**src/rtl/sssu_pkg.sv**
```systemverilog
// ----------------------------------------------------------------------------
// sssu_pkg - shared types and constants of the syllable splitter
// Sonority levels, phone feature word, split-unit request, item and result
// words that travel between the sequencer and the top level.
// ----------------------------------------------------------------------------
package sssu_pkg;

    localparam int CLUSTER_DEPTH_DEF   = 8;
    localparam int PHONE_CODE_BITS_DEF = 8;
    localparam int PHONE_PORT_BITS     = 8;

    typedef logic [3:0] level_t;

    localparam level_t LV_PLOSIVE  = 4'd0;
    localparam level_t LV_FRIC     = 4'd1;
    localparam level_t LV_NASAL    = 4'd2;
    localparam level_t LV_LATERAL  = 4'd3;
    localparam level_t LV_STRIDENT = 4'd4;
    localparam level_t LV_VIBRANT  = 4'd5;
    localparam level_t LV_APPROX   = 4'd6;
    localparam level_t LV_VOWEL    = 4'd7;
    localparam level_t LV_UNKNOWN  = 4'd8;

    // vocalic sits in the lowest bit
    typedef struct packed {
        logic is_affricate;
        logic is_fricative;
        logic is_alveolar;
        logic is_strident;
        logic is_approximant;
        logic is_liquid;
        logic is_lateral;
        logic is_nasal;
        logic is_plosive;
        logic vocalic;
    } phone_feat_t;

    typedef struct packed {
        level_t lvl;
        level_t prev;
    } split_req_t;

    typedef struct packed {
        logic [PHONE_PORT_BITS-1:0] phone;
        level_t                     level;
        logic                       wend;
    } item_t;

    typedef struct packed {
        logic [PHONE_PORT_BITS-1:0] phone;
        logic                       start;
        logic                       last;
        logic                       ovf;
    } res_t;

    function automatic level_t level_of(input phone_feat_t f);
        level_t l;
        if (f.vocalic)
        begin
            l = LV_VOWEL;
        end
        else if (f.is_plosive)
        begin
            l = LV_PLOSIVE;
        end
        else if (f.is_nasal)
        begin
            l = LV_NASAL;
        end
        else if (f.is_lateral)
        begin
            l = LV_LATERAL;
        end
        else if (f.is_liquid)
        begin
            l = LV_VIBRANT;
        end
        else if (f.is_approximant)
        begin
            l = LV_APPROX;
        end
        else if (f.is_strident && f.is_alveolar)
        begin
            l = LV_STRIDENT;
        end
        else if (f.is_fricative || f.is_affricate)
        begin
            l = LV_FRIC;
        end
        else
        begin
            l = LV_UNKNOWN;
        end
        return l;
    endfunction

endpackage

```
**src/rtl/sssu_cluster_mem.sv**
```systemverilog
// ----------------------------------------------------------------------------
// sssu_cluster_mem - consonant cluster store
// One write port and one registered read port; entries hold level and code.
// ----------------------------------------------------------------------------
module sssu_cluster_mem #(
    parameter int DEPTH = 8,
    parameter int WIDTH = 12
) (
    input  logic                     clk,
    input  logic                     wr_en,
    input  logic [$clog2(DEPTH)-1:0] wr_addr,
    input  logic [WIDTH-1:0]         wr_data,
    input  logic                     rd_en,
    input  logic [$clog2(DEPTH)-1:0] rd_addr,
    output logic [WIDTH-1:0]         rd_data
);

    logic [WIDTH-1:0] mem [DEPTH];

    always_ff @(posedge clk)
    begin
        if (wr_en)
        begin
            mem[wr_addr] <= wr_data;
        end
    end

    always_ff @(posedge clk)
    begin
        if (rd_en)
        begin
            rd_data <= mem[rd_addr];
        end
    end

endmodule

```
**src/rtl/sssu_split_unit.sv**
```systemverilog
// ----------------------------------------------------------------------------
// sssu_split_unit - shared sonority compare
// Decides whether a backward step from prev to lvl marks a syllable boundary.
// ----------------------------------------------------------------------------
module sssu_split_unit (
    input  sssu_pkg::split_req_t req,
    output logic                 split
);

    import sssu_pkg::*;

    always_comb
    begin
        split = 1'b0;
        if (req.lvl > req.prev)
        begin
            split = 1'b1;
        end
        else if (req.lvl == req.prev && req.lvl != LV_APPROX)
        begin
            split = 1'b1;
        end
        // exception pairs that break despite falling sonority
        else if ((req.lvl == LV_PLOSIVE && req.prev == LV_NASAL)
              || (req.lvl == LV_NASAL && req.prev == LV_STRIDENT)
              || (req.lvl == LV_NASAL && req.prev == LV_LATERAL)
              || (req.lvl == LV_LATERAL && req.prev == LV_STRIDENT))
        begin
            split = 1'b1;
        end
    end

endmodule

```
**src/rtl/sssu_seq.sv**
```systemverilog
// ----------------------------------------------------------------------------
// sssu_seq - cluster sequencer
// Buffers consonants in a circular store, walks it backward through the
// shared split unit when a vowel follows an earlier vowel of the word, then
// drains it word by word into the output register on a vowel or word end.
// ----------------------------------------------------------------------------
module sssu_seq #(
    parameter int CLUSTER_DEPTH   = 8,
    parameter int PHONE_CODE_BITS = 8
) (
    input  logic            clk,
    input  logic            rst_n,
    input  logic            in_valid,
    output logic            in_ready,
    input  sssu_pkg::item_t in_item,
    output logic            out_valid,
    input  logic            out_ready,
    output sssu_pkg::res_t  out_res
);

    import sssu_pkg::*;

    localparam int IDXW = $clog2(CLUSTER_DEPTH);
    localparam int CNTW = $clog2(CLUSTER_DEPTH + 1);
    localparam int MEMW = PHONE_CODE_BITS + 4;
    localparam logic [IDXW:0]   DEPTH_X   = (IDXW+1)'(CLUSTER_DEPTH);
    localparam logic [CNTW-1:0] CNT_DEPTH = CNTW'(CLUSTER_DEPTH);

    localparam logic [3:0] S_IDLE      = 4'd0;
    localparam logic [3:0] S_PRIME     = 4'd1;
    localparam logic [3:0] S_WALK      = 4'd2;
    localparam logic [3:0] S_WEND      = 4'd3;
    localparam logic [3:0] S_EMIT_RD   = 4'd4;
    localparam logic [3:0] S_EMIT_OUT  = 4'd5;
    localparam logic [3:0] S_EMIT_LAST = 4'd6;
    localparam logic [3:0] S_OVF_RD    = 4'd7;
    localparam logic [3:0] S_OVF_OUT   = 4'd8;

    logic [3:0]                 state_reg, state_next;
    logic [CNTW-1:0]            count_reg, count_next;
    logic [IDXW-1:0]            head_reg, head_next;
    logic                       vowel_seen_reg, vowel_seen_next;
    logic                       start_pending_reg, start_pending_next;
    logic [IDXW-1:0]            j_reg, j_next;
    logic [CNTW-1:0]            i_reg, i_next;
    level_t                     prev_reg, prev_next;
    logic                       mark_valid_reg, mark_valid_next;
    logic [IDXW-1:0]            mark_idx_reg, mark_idx_next;
    logic [PHONE_CODE_BITS-1:0] code_hold_reg, code_hold_next;
    level_t                     lvl_hold_reg, lvl_hold_next;
    logic                       wend_hold_reg, wend_hold_next;
    logic                       vstart_hold_reg, vstart_hold_next;
    logic                       out_valid_reg, out_valid_next;
    res_t                       res_reg, res_next;

    logic                       wr_en, rd_en;
    logic [IDXW-1:0]            wr_addr, rd_addr;
    logic [MEMW-1:0]            wr_data, rd_data;
    split_req_t                 sreq;
    logic                       split;
    logic                       accept, out_free, out_load;
    level_t                     rd_level;
    logic [PHONE_CODE_BITS-1:0] rd_code;
    logic [CNTW-1:0]            cnt_m1;

    // wrap an offset from the head of the circular store
    function automatic logic [IDXW-1:0] phys(input logic [IDXW-1:0] base,
                                             input logic [IDXW-1:0] off);
        logic [IDXW:0] s;
        s = {1'b0, base} + {1'b0, off};
        if (s >= DEPTH_X)
        begin
            s = s - DEPTH_X;
        end
        return s[IDXW-1:0];
    endfunction

    sssu_cluster_mem #(
        .DEPTH (CLUSTER_DEPTH),
        .WIDTH (MEMW)
    ) u_mem (
        .clk     (clk),
        .wr_en   (wr_en),
        .wr_addr (wr_addr),
        .wr_data (wr_data),
        .rd_en   (rd_en),
        .rd_addr (rd_addr),
        .rd_data (rd_data)
    );

    sssu_split_unit u_split (
        .req   (sreq),
        .split (split)
    );

    assign in_ready  = (state_reg == S_IDLE);
    assign accept    = in_valid && in_ready;
    assign out_free  = !out_valid_reg || out_ready;
    assign out_valid = out_valid_reg;
    assign out_res   = res_reg;
    assign rd_level  = rd_data[MEMW-1:PHONE_CODE_BITS];
    assign rd_code   = rd_data[PHONE_CODE_BITS-1:0];
    assign cnt_m1    = count_reg - CNTW'(1);

    always_comb
    begin
        sreq.prev = prev_reg;
        sreq.lvl  = (state_reg == S_WEND) ? LV_VOWEL : rd_level;
    end

    always_comb
    begin
        state_next         = state_reg;
        count_next         = count_reg;
        head_next          = head_reg;
        vowel_seen_next    = vowel_seen_reg;
        start_pending_next = start_pending_reg;
        j_next             = j_reg;
        i_next             = i_reg;
        prev_next          = prev_reg;
        mark_valid_next    = mark_valid_reg;
        mark_idx_next      = mark_idx_reg;
        code_hold_next     = code_hold_reg;
        lvl_hold_next      = lvl_hold_reg;
        wend_hold_next     = wend_hold_reg;
        vstart_hold_next   = vstart_hold_reg;
        res_next           = res_reg;
        out_load           = 1'b0;
        wr_en              = 1'b0;
        wr_addr            = phys(head_reg, count_reg[IDXW-1:0]);
        wr_data            = {in_item.level, PHONE_CODE_BITS'(in_item.phone)};
        rd_en              = 1'b0;
        rd_addr            = phys(head_reg, i_reg[IDXW-1:0]);

        unique case (state_reg)
            S_IDLE:
            begin
                if (accept)
                begin
                    code_hold_next   = PHONE_CODE_BITS'(in_item.phone);
                    lvl_hold_next    = in_item.level;
                    wend_hold_next   = in_item.wend;
                    vstart_hold_next = (in_item.level == LV_VOWEL) && vowel_seen_reg
                                       && (count_reg == '0);
                    i_next           = '0;
                    mark_valid_next  = 1'b0;
                    if (in_item.level == LV_VOWEL)
                    begin
                        if (vowel_seen_reg && count_reg != '0)
                        begin
                            j_next     = cnt_m1[IDXW-1:0];
                            prev_next  = LV_VOWEL;
                            state_next = S_PRIME;
                        end
                        else
                        begin
                            state_next = S_EMIT_RD;
                        end
                    end
                    else if (in_item.wend)
                    begin
                        state_next = S_EMIT_RD;
                    end
                    else if (count_reg == CNT_DEPTH)
                    begin
                        state_next = S_OVF_RD;
                    end
                    else
                    begin
                        wr_en      = 1'b1;
                        count_next = count_reg + CNTW'(1);
                    end
                end
            end

            S_PRIME:
            begin
                rd_en      = 1'b1;
                rd_addr    = phys(head_reg, j_reg);
                state_next = S_WALK;
            end

            S_WALK:
            begin
                if (split)
                begin
                    // mark the phone after this one unless it is the vowel
                    mark_valid_next = (CNTW'(j_reg) + CNTW'(1)) < count_reg;
                    mark_idx_next   = j_reg + IDXW'(1);
                    state_next      = S_EMIT_RD;
                end
                else
                begin
                    prev_next = rd_level;
                    if (j_reg == '0)
                    begin
                        state_next = S_WEND;
                    end
                    else
                    begin
                        rd_en   = 1'b1;
                        rd_addr = phys(head_reg, j_reg - IDXW'(1));
                        j_next  = j_reg - IDXW'(1);
                    end
                end
            end

            S_WEND:
            begin
                // walk ran past the oldest phone: treat the store start as a vowel
                mark_valid_next = split;
                mark_idx_next   = '0;
                state_next      = S_EMIT_RD;
            end

            S_EMIT_RD:
            begin
                if (i_reg < count_reg)
                begin
                    rd_en      = 1'b1;
                    state_next = S_EMIT_OUT;
                end
                else
                begin
                    state_next = S_EMIT_LAST;
                end
            end

            S_EMIT_OUT:
            begin
                if (out_free)
                begin
                    out_load           = 1'b1;
                    res_next.phone     = PHONE_PORT_BITS'(rd_code);
                    res_next.start     = start_pending_reg || (mark_valid_reg
                                         && (CNTW'(mark_idx_reg) == i_reg));
                    res_next.last      = 1'b0;
                    res_next.ovf       = 1'b0;
                    start_pending_next = 1'b0;
                    i_next             = i_reg + CNTW'(1);
                    state_next         = S_EMIT_RD;
                end
            end

            S_EMIT_LAST:
            begin
                if (out_free)
                begin
                    out_load        = 1'b1;
                    res_next.phone  = PHONE_PORT_BITS'(code_hold_reg);
                    res_next.start  = start_pending_reg || vstart_hold_reg;
                    res_next.last   = wend_hold_reg;
                    res_next.ovf    = 1'b0;
                    count_next      = '0;
                    state_next      = S_IDLE;
                    if (wend_hold_reg)
                    begin
                        vowel_seen_next    = 1'b0;
                        start_pending_next = 1'b1;
                    end
                    else
                    begin
                        vowel_seen_next    = vowel_seen_reg || (lvl_hold_reg == LV_VOWEL);
                        start_pending_next = 1'b0;
                    end
                end
            end

            S_OVF_RD:
            begin
                rd_en      = 1'b1;
                rd_addr    = head_reg;
                state_next = S_OVF_OUT;
            end

            S_OVF_OUT:
            begin
                if (out_free)
                begin
                    out_load           = 1'b1;
                    res_next.phone     = PHONE_PORT_BITS'(rd_code);
                    res_next.start     = start_pending_reg;
                    res_next.last      = 1'b0;
                    res_next.ovf       = 1'b1;
                    start_pending_next = 1'b0;
                    // the freed oldest slot becomes the newest
                    wr_en              = 1'b1;
                    wr_addr            = head_reg;
                    wr_data            = {lvl_hold_reg, code_hold_reg};
                    head_next          = phys(head_reg, IDXW'(1));
                    state_next         = S_IDLE;
                end
            end

            default:
            begin
                state_next = S_IDLE;
            end
        endcase

        if (out_load)
        begin
            out_valid_next = 1'b1;
        end
        else if (out_ready)
        begin
            out_valid_next = 1'b0;
        end
        else
        begin
            out_valid_next = out_valid_reg;
        end
    end

    always_ff @(posedge clk or negedge rst_n)
    begin
        if (!rst_n)
        begin
            state_reg         <= S_IDLE;
            count_reg         <= '0;
            head_reg          <= '0;
            vowel_seen_reg    <= 1'b0;
            start_pending_reg <= 1'b1;
            out_valid_reg     <= 1'b0;
        end
        else
        begin
            state_reg         <= state_next;
            count_reg         <= count_next;
            head_reg          <= head_next;
            vowel_seen_reg    <= vowel_seen_next;
            start_pending_reg <= start_pending_next;
            out_valid_reg     <= out_valid_next;
        end
    end

    always_ff @(posedge clk)
    begin
        j_reg           <= j_next;
        i_reg           <= i_next;
        prev_reg        <= prev_next;
        mark_valid_reg  <= mark_valid_next;
        mark_idx_reg    <= mark_idx_next;
        code_hold_reg   <= code_hold_next;
        lvl_hold_reg    <= lvl_hold_next;
        wend_hold_reg   <= wend_hold_next;
        vstart_hold_reg <= vstart_hold_next;
        res_reg         <= res_next;
    end

`ifndef SYNTHESIS
    a_count_bound: assert property (@(posedge clk) disable iff (!rst_n)
        count_reg <= CNT_DEPTH)
        else $error("cluster count beyond store depth");

    a_ovf_full: assert property (@(posedge clk) disable iff (!rst_n)
        (out_load && res_next.ovf) |-> count_reg == CNT_DEPTH)
        else $error("overflow word emitted with store not full");

    a_walk_entry: assert property (@(posedge clk) disable iff (!rst_n)
        (accept && in_item.level == LV_VOWEL && vowel_seen_reg && count_reg != '0)
        |=> state_reg == S_PRIME)
        else $error("vowel after a cluster did not start the walk");

    a_wend_reset: assert property (@(posedge clk) disable iff (!rst_n)
        (state_reg == S_EMIT_LAST && out_free && wend_hold_reg)
        |=> (start_pending_reg && !vowel_seen_reg && count_reg == '0))
        else $error("word end did not restore word state");
`endif

endmodule

```
**src/rtl/sonority_syllable_splitter_unit.sv**
```systemverilog
// ----------------------------------------------------------------------------
// sonority_syllable_splitter_unit - sonority-based syllable splitter
// Stream top level: decodes phone features into sonority levels and hands
// items to the cluster sequencer.
// ----------------------------------------------------------------------------
// A consonant that goes into the cluster store is taken while the sequencer
// stays idle; an overflowing consonant reads the oldest stored phone, emits
// it and takes its slot. A vowel or word-end phone drains the buffered
// consonants through the output register after any backward walk, which steps
// one stored phone per cycle through the single shared sonority compare unit;
// the cluster store has one registered read port, read once per emitted
// word, and that sets the drain rate. The block holds s_tready low until an
// item's last word is loaded, and results wait in an output register so the
// input side is free again while the last word is still waiting to be taken.
module sonority_syllable_splitter_unit #(
    parameter int CLUSTER_DEPTH   = sssu_pkg::CLUSTER_DEPTH_DEF,
    parameter int PHONE_CODE_BITS = sssu_pkg::PHONE_CODE_BITS_DEF
) (
    input  logic        clk,
    input  logic        rst_n,
    input  logic        s_tvalid,
    output logic        s_tready,
    input  logic [7:0]  s_tdata,   // phone_code
    input  logic [9:0]  s_tuser,   // vocalic, is_plosive, is_nasal, is_lateral,
                                   // is_liquid, is_approximant, is_strident,
                                   // is_alveolar, is_fricative, is_affricate
    input  logic        s_tlast,   // word_end
    output logic        m_tvalid,
    input  logic        m_tready,
    output logic [7:0]  m_tdata,   // phone_out
    output logic [1:0]  m_tuser,   // syllable_start, cluster_overflow
    output logic        m_tlast    // last_of_word
);

    import sssu_pkg::*;

    item_t       item;
    res_t        res;
    phone_feat_t feat;

    assign feat       = phone_feat_t'(s_tuser);
    assign item.phone = s_tdata;
    assign item.level = level_of(feat);
    assign item.wend  = s_tlast;

    sssu_seq #(
        .CLUSTER_DEPTH   (CLUSTER_DEPTH),
        .PHONE_CODE_BITS (PHONE_CODE_BITS)
    ) u_seq (
        .clk       (clk),
        .rst_n     (rst_n),
        .in_valid  (s_tvalid),
        .in_ready  (s_tready),
        .in_item   (item),
        .out_valid (m_tvalid),
        .out_ready (m_tready),
        .out_res   (res)
    );

    assign m_tdata = res.phone;
    assign m_tuser = {res.ovf, res.start};
    assign m_tlast = res.last;

endmodule

```
**config.mk**
```make
export PLATFORM = sky130hd
export DESIGN_NAME = sonority_syllable_splitter_unit
export DESIGN_NICKNAME = d
export VERILOG_FILES = /design/src/rtl/sssu_pkg.sv /design/src/rtl/sssu_cluster_mem.sv /design/src/rtl/sssu_split_unit.sv /design/src/rtl/sssu_seq.sv /design/src/rtl/sonority_syllable_splitter_unit.sv
export SDC_FILE = /design/constraint.sdc
export NUM_CORES = 1
export LEC_CHECK = 0
export BUFFER_PORTS_ARGS = -buffer_cell sky130_fd_sc_hd__buf_2
export CAP_MARGIN = 20
export CORE_MARGIN = 2
export CORE_UTILIZATION = 40
export CTS_CLUSTER_SIZE = 40
export DETAILED_ROUTE_END_ITERATION = 8
export PLACE_DENSITY = 0.68
export SYNTH_ARGS = -nofsm -noshare
export SYNTH_HDL_FRONTEND = slang
export SYNTH_SLANG_ARGS = --single-unit
```
**constraint.sdc**
```tcl
create_clock -name clk -period 3.4 [get_ports clk]
set_input_delay 0.34 -clock clk [delete_from_list [all_inputs] [get_ports clk]]
set_output_delay 0.34 -clock clk [all_outputs]
set_load 0.005 [all_outputs]
```
Word level (Yosys, flattened, before mapping)
Memories as Yosys holds them, arrays and structs flattened. A register that Yosys moved wholly into a read port is not among the register bits.
Cells that the tools add are included.
Operators by class
  $add $sub $neg: 16
  order comparisons: 8
  equal/unequal tests: 35
  muxes and demuxes: 83
  reductions and logical operators: 49
Operators by type and width (count)
  two-way mux 4 bit: 27
  two-way mux 3 bit: 16
  two-way mux 11 bit: 3
  one-hot mux 11 bit (3 select lines): 1
  one-hot mux 4 bit (8 select lines): 1
  == test 4 x 3 -> 1 bit (second input constant): 7
  == test 4 x 2 -> 1 bit (second input constant): 6
  two-way mux 12 bit: 2
  one-hot mux 4 bit (2 select lines): 3
  two-way mux 1 bit: 22
  subtractor 3 x 1 -> 3 bit (second input constant): 7
  >= comparator 4 bit (second input constant): 5
  adder 3 x 3 -> 4 bit: 4
  != test 2 bit (second input constant): 8
  logical NOT 4 bit: 3
  != test 2 x 1 -> 1 bit (second input constant): 6
  one-hot mux 3 bit (2 select lines): 2
  AND reduction 6 bit: 2
  nonzero test 2 bit: 6
  logical AND 1 bit: 11
  AND reduction 5 bit: 2
  one-hot mux 3 bit (3 select lines): 1
  AND reduction 3 bit: 3
  adder 3 x 1 -> 4 bit (second input constant): 2
  23 further kinds: 41
Storage, ports and cells
  bits in registers: 54
  bits in writable memories: 96
  bits of input ports: 23
  word-level logic and storage cells: 211
  memories: 1
Memory list
  u_seq.u_mem.mem: words 8, width 12, read ports 1, clocked after memory_dff 1, write ports 1, line sssu_cluster_mem.sv:18  | logic [WIDTH-1:0] mem [DEPTH];

Depth between registers and ports, before layout
  depth after elaboration: 15
  mapped depth: 15

Modules after synthesis
Synthesis repeated with hierarchy kept, for this count alone.
Unflattened totals
  cell total of the unflattened synthesis: 481
  area total of the unflattened synthesis: 7584.8 um^2
Modules (own cells, without submodules)
  sssu_cluster_mem: times used 1, cells an instance 164, area each 4107.7 um^2, sequential area each 3243.1 um^2
  sssu_seq: times used 1, cells an instance 281, area each 3223.1 um^2, sequential area each 1552.7 um^2
  sssu_split_unit: times used 1, cells an instance 22, area each 170.2 um^2, sequential area each 0.0 um^2
  sonority_syllable_splitter_unit: times used 1, cells an instance 14, area each 83.8 um^2, sequential area each 0.0 um^2

Worst setup path before layout
No wires, ideal clock.
  kind: register -> register
  from: reg u_seq.state_reg[1]
  to: reg u_seq.j_reg[0] (enable)
  arrival: 2.998 ns
  data required time: 3.053 ns
  slack: 0.055 ns
  cell stages (with the launch flop): 13
  buffers on the path: 2
  clock period less this slack: 3.345 ns
  path through: dfrtp_1 and4bb_1 buf_2 or2_2 ha_1 nand4_1 nor4_1 or3_4 and2_4 buf_6 a21oi_1 nor4_1 a21boi_0
On the way
  word-level cells in the longest chain between the ends: 12
RTL lines
  start: declaration: line sssu_seq.sv:39  | logic [3:0] state_reg, state_next;
  start signal: assignment: line sssu_seq.sv:328  | state_reg <= state_next;
  == test 4 x 2 -> 1 bit: line sssu_seq.sv:108  | sreq.lvl = (state_reg == S_WEND) ? LV_VOWEL : rd_level;
  two-way mux 4 bit: line sssu_seq.sv:108
  == test 4 x 2 -> 1 bit or logical NOT 4 bit (tied branches): line sssu_split_unit.sv:25, sssu_split_unit.sv:26, sssu_split_unit.sv:24
  logical AND 1 bit, on equally long branches: line sssu_split_unit.sv:25, sssu_split_unit.sv:24
  logical OR 1 bit: line sssu_split_unit.sv:25  | || (req.lvl == LV_NASAL && req.prev == LV_STRIDENT)
  logical OR 1 bit: line sssu_split_unit.sv:26  | || (req.lvl == LV_NASAL && req.prev == LV_LATERAL)
  logical OR 1 bit: line sssu_split_unit.sv:27  | || (req.lvl == LV_LATERAL && req.prev == LV_STRIDENT))
  two-way mux 1 bit: line sssu_split_unit.sv:24  | else if ((req.lvl == LV_PLOSIVE && req.prev == LV_NASAL)
  two-way mux 1 bit: line sssu_split_unit.sv:19  | else if (req.lvl == req.prev && req.lvl != LV_APPROX)
  two-way mux 1 bit: line sssu_split_unit.sv:15  | if (req.lvl > req.prev)
  != test 2 bit (no source line)
  AND reduction 6 bit (no source line) (*)
  end signal: assignment: line sssu_seq.sv:339  | j_reg <= j_next;
  end: declaration: line sssu_seq.sv:44  | logic [IDXW-1:0] j_reg, j_next;
Mark *: on every way between the ends. The rest lies on a longest branch, timed or not.
A chain may end at the register's enable or synchronous reset.

Worst setup path in the final report
  from: reg u_seq.state_reg[3]
  to: reg u_seq.u_mem.rd_data[5] (read register of u_seq.u_mem.mem), data pin
On the way
  word-level cells in the longest chain between the ends: 12
RTL lines
  == test 4 x 2 -> 1 bit: line sssu_seq.sv:108
  two-way mux 4 bit: line sssu_seq.sv:108
  == test 4 x 2 -> 1 bit or logical NOT 4 bit (tied branches): line sssu_split_unit.sv:25, sssu_split_unit.sv:26, sssu_split_unit.sv:24
  logical AND 1 bit, on equally long branches: line sssu_split_unit.sv:25, sssu_split_unit.sv:24
  logical OR 1 bit: line sssu_split_unit.sv:25
  logical OR 1 bit: line sssu_split_unit.sv:26
  logical OR 1 bit: line sssu_split_unit.sv:27
  two-way mux 1 bit: line sssu_split_unit.sv:24
  two-way mux 1 bit: line sssu_split_unit.sv:19
  two-way mux 1 bit: line sssu_split_unit.sv:15
  two-way mux 3 bit or two-way mux 1 bit (tied branches): line sssu_seq.sv:185  | if (split)
  one-hot mux 3 bit (3 select lines) or one-hot mux 1 bit (3 select lines) (tied branches): line sssu_seq.sv:135  | unique case (state_reg)
  end: declaration: line sssu_cluster_mem.sv:15  | output logic [WIDTH-1:0] rd_data
Several ways; a longest one is shown, not always the timed one.

==> results.cfg <==
[die]
die-area_sq_mm = 0.0207
die_x_um = 144
start_util_pct = 40.5
core_sq_mm = 0.0193
die_h_um = 144
placementRows = 51
io_pins = 36

[run_status]
status = complete, no violations

[placed_design]
placedCellCount = 885
place_area_sq_mm = 0.00848
hpwl_um = 11700
dp_slack_ns = -0.0298
port-buffer-count = 35
gp_congestion = 0.882

[cells_and_area]
largest_reg_flops = 96
drive_above_1_share_pct = 24.7
syn_to_final_growth_pct = 19.0
utilization_pct = 48.2
regMostFlops = u_seq.u_mem.mem
layout.nets = 702
antenna_cells = 0
final_cells = 932
final_area_sq_mm = 0.00932

[detailed_routing]
num_vias = 4903
first_pass_iters = 5
viasPerCell = 5.26
wire_per_inst_um = 18.6
drt-total-wl_um = 17300
antenna_left = 0
drc = 0
drt_iter0_markers = 440

[grt]
grt_usage_pct = 17.0
grt_max_degree = 27
antenna_found_initial = 0
grt_pass1_vias = 4762
grt-ovfl-total = 0
grt_pass1_wl_um = 26000

[sta]
relSlewSlack_pct = 60.6
finalMaxSlewViolations = 0
fin_crit_ns = 3.34
timing.final.crit_share_pct = 98.2
hold_ws_ns = 0.108
hold_viol = 0
worst_pin_slew_ns = 0.585
fin_skew_ns = 0.0125
timing.fmax_mhz = 300
setup_viol = 0
worst_slack_ns = 0.0619
grt_setup_unrepaired = true

[setup_path]
path_cells = and4bb_4, nor2_2, ha_1, nand2b_4, a2111oi_4, or3_4, and3_4, o221a_4, buf_6, buf_12, mux2i_1, mux2i_1, mux2_2
reg2reg_to = u_seq.u_mem.rd_data[5]
r2r-start = u_seq.state_reg[3]
crit_top_cell = mux2i_1
rrSetupSlack_ns = 0.06
endpoint_kind = flop
max_stage_delay_ns = 0.40
cp.arrival_ns = 3.51
path_buf_inv = 2
required_ns = 3.57
cpMaxStageDelayCell = and4bb_4
cp_top_family = simple AND/OR/NAND/NOR gates
critPathLaunchType = flop
path_class = reg2reg
crit_fanout = 8
r2r_cells = 13

[flow_run]
drv_cap = 0

[pwr]
p_leak_nw = 3.59
p_clk_share_pct = 19.5
p_int_mw = 6.11
swShare_pct = 35.4
max-vdd-ir-drop_uv = 761
p_comb_share_pct = 49.9
power_density_mw_per_mm2 = 1010
seq_power_share_pct = 30.6
p_sw_mw = 3.34

[cts]
cts.sinks = 162
cts_root_buffer = clkbuf_16
cts_tree = built
htreeDepth = 4
clock_latency_ns = 0.42
ctsLongestPathBuffers = 2
path_clk_slew_ns = 0.07
numCtsBuffers = 17

[synthesis]
synth_edf_count = 148
synthCells = 579
netlist.top_cell.by_area = edfxtp_1
synth_top_area_share_pct = 56.7
avgSynthCellArea_sq_um = 13.5
synth-main-ff-cell = edfxtp_1
synth_area_sq_mm = 0.00783
synth_warnings = 0
ys_ff_latch = 162
synth_fp_nets = 627
yosysUniqueCellTypes = 65
synth_common_cells = edfxtp_1, mux2i_1, nand2_1
yosysSeqAreaShare_pct = 61.2
yosysMostFrequentCell = edfxtp_1
synthTopCellsByArea = edfxtp_1, mux2i_1, dfrtp_1
async_flop_share_pct = 8.64

[worst_hold_path]
hold_start = s_tdata[7]
holdPathEnd = u_seq.code_hold_reg[7]
hold_depth = 1
hold_class = in2reg
-- area by class of cell --
type	count	area, sq um
multi-input combinational	374	2910
inverter	18	67.6
clock inverter	15	148
fill	1618	10000
tap	265	332
clock buffer	17	425
timing repair buffer	81	639
sequential	162	4800
-- kinds of logic (layout without fill, tap and decap cells) --
kind of cell / count (synthesis) / in the layout / synth area share [%]
XOR/XNOR: 19 / 19 / 2.12
adder cells (fa/ha/maj): 25 / 25 / 4.38
AND/OR/NAND/NOR: 167 / 167 / 10.8
flip-flops: 162 / 162 / 61.2
buffers and inverters: 43 / 131 / 2.72
AO/OA/AOI/OAI: 69 / 69 / 6.26
multiplexers: 94 / 94 / 12.5
-- placed cells by master (no fill, tap or decap), types with 9 or more instances in the layout --
cell / instances
buf_2: 35
nand2_1: 55
ha_1: 19
mux2_2: 24
edfxtp_1: 148
nor3_1: 9
o21ai_0: 14
nor2_1: 36
buf_4: 34
a21oi_1: 16
xnor2_1: 13
mux2i_1: 65
inv_1: 17
dfrtp_1: 13
and3_1: 10
clkbuf_16: 19
nor2b_1: 11
-- worst max-delay path by stage --
| stage | slack (ns) | to | depth (start not counted) | startpoint |
|---|---|---|---|---|
| finish | 0.06 | u_seq.u_mem.rd_data[5] | 13 | u_seq.state_reg[3] |
| global route | -0.04 | u_seq.u_mem.rd_data[3] | 13 | u_seq.state_reg[3] |
| CTS | 0.02 | u_seq.u_mem.rd_data[9] | 12 | u_seq.state_reg[2] |
| detailed placement | -0.03 | u_seq.u_mem.rd_data[5] | 12 | u_seq.state_reg[2] |
| global placement | 0.08 | u_seq.u_mem.rd_data[9] | 12 | u_seq.state_reg[2] |
| floorplan | 0.05 | u_seq.j_reg[0] | 12 | u_seq.state_reg[1] |
-- routing by layer --
layer / vias to the layer above / share of wire [%] / track usage, %
met5: - / 0 / 0
met4: 0 / 2.3 / 7.17
met3: 23 / 4.3 / 4.13
met2: 136 / 51 / 28.5
met1: 2447 / 43 / 21.1
li1: 2297 / - / -
-- through the flow --
stage	setup TNS (ns)	total power [mW]
floorplan	0	5.98
global placement	0	6.88
detailed placement	-0.0807	7.01
CTS	0	8.90
global route	-0.218	9.97
finish	0	9.46
-- worst register-to-register path, cell delays in order, from the launching register on --
cell       delay (ns)
dfrtp_1          0.38
and4bb_4         0.40
nor2_2           0.05
ha_1             0.31
nand2b_4         0.16
a2111oi_4        0.31
or3_4            0.22
and3_4           0.18
o221a_4          0.25
buf_6            0.14
buf_12           0.13
mux2i_1          0.21
mux2i_1          0.11
mux2_2           0.27
-- power by group through the flow --
stage	Sequential (mW)	Clock, mW	Combinational (mW)
3_3_place_gp	2.92	0	3.95
4_1_cts	2.89	1.87	4.14
3_5_place_dp	2.94	0	4.07
6_report	2.90	1.84	4.72
5_1_grt	2.93	1.96	5.08
2_1_floorplan	2.86	0	3.12
-- timing repair --
action / CTS / global route
buffers inserted: 0 / 12
hold buffers: 1 / 0
pin swaps: 0 / 7
endpoints found under the hold margin: 13 / 0
gates cloned: 0 / 2
gates resized for setup: 2 / 19
setup endpoints to repair: 9 / 12
Note: power is estimated with default switching activity, not from simulation.
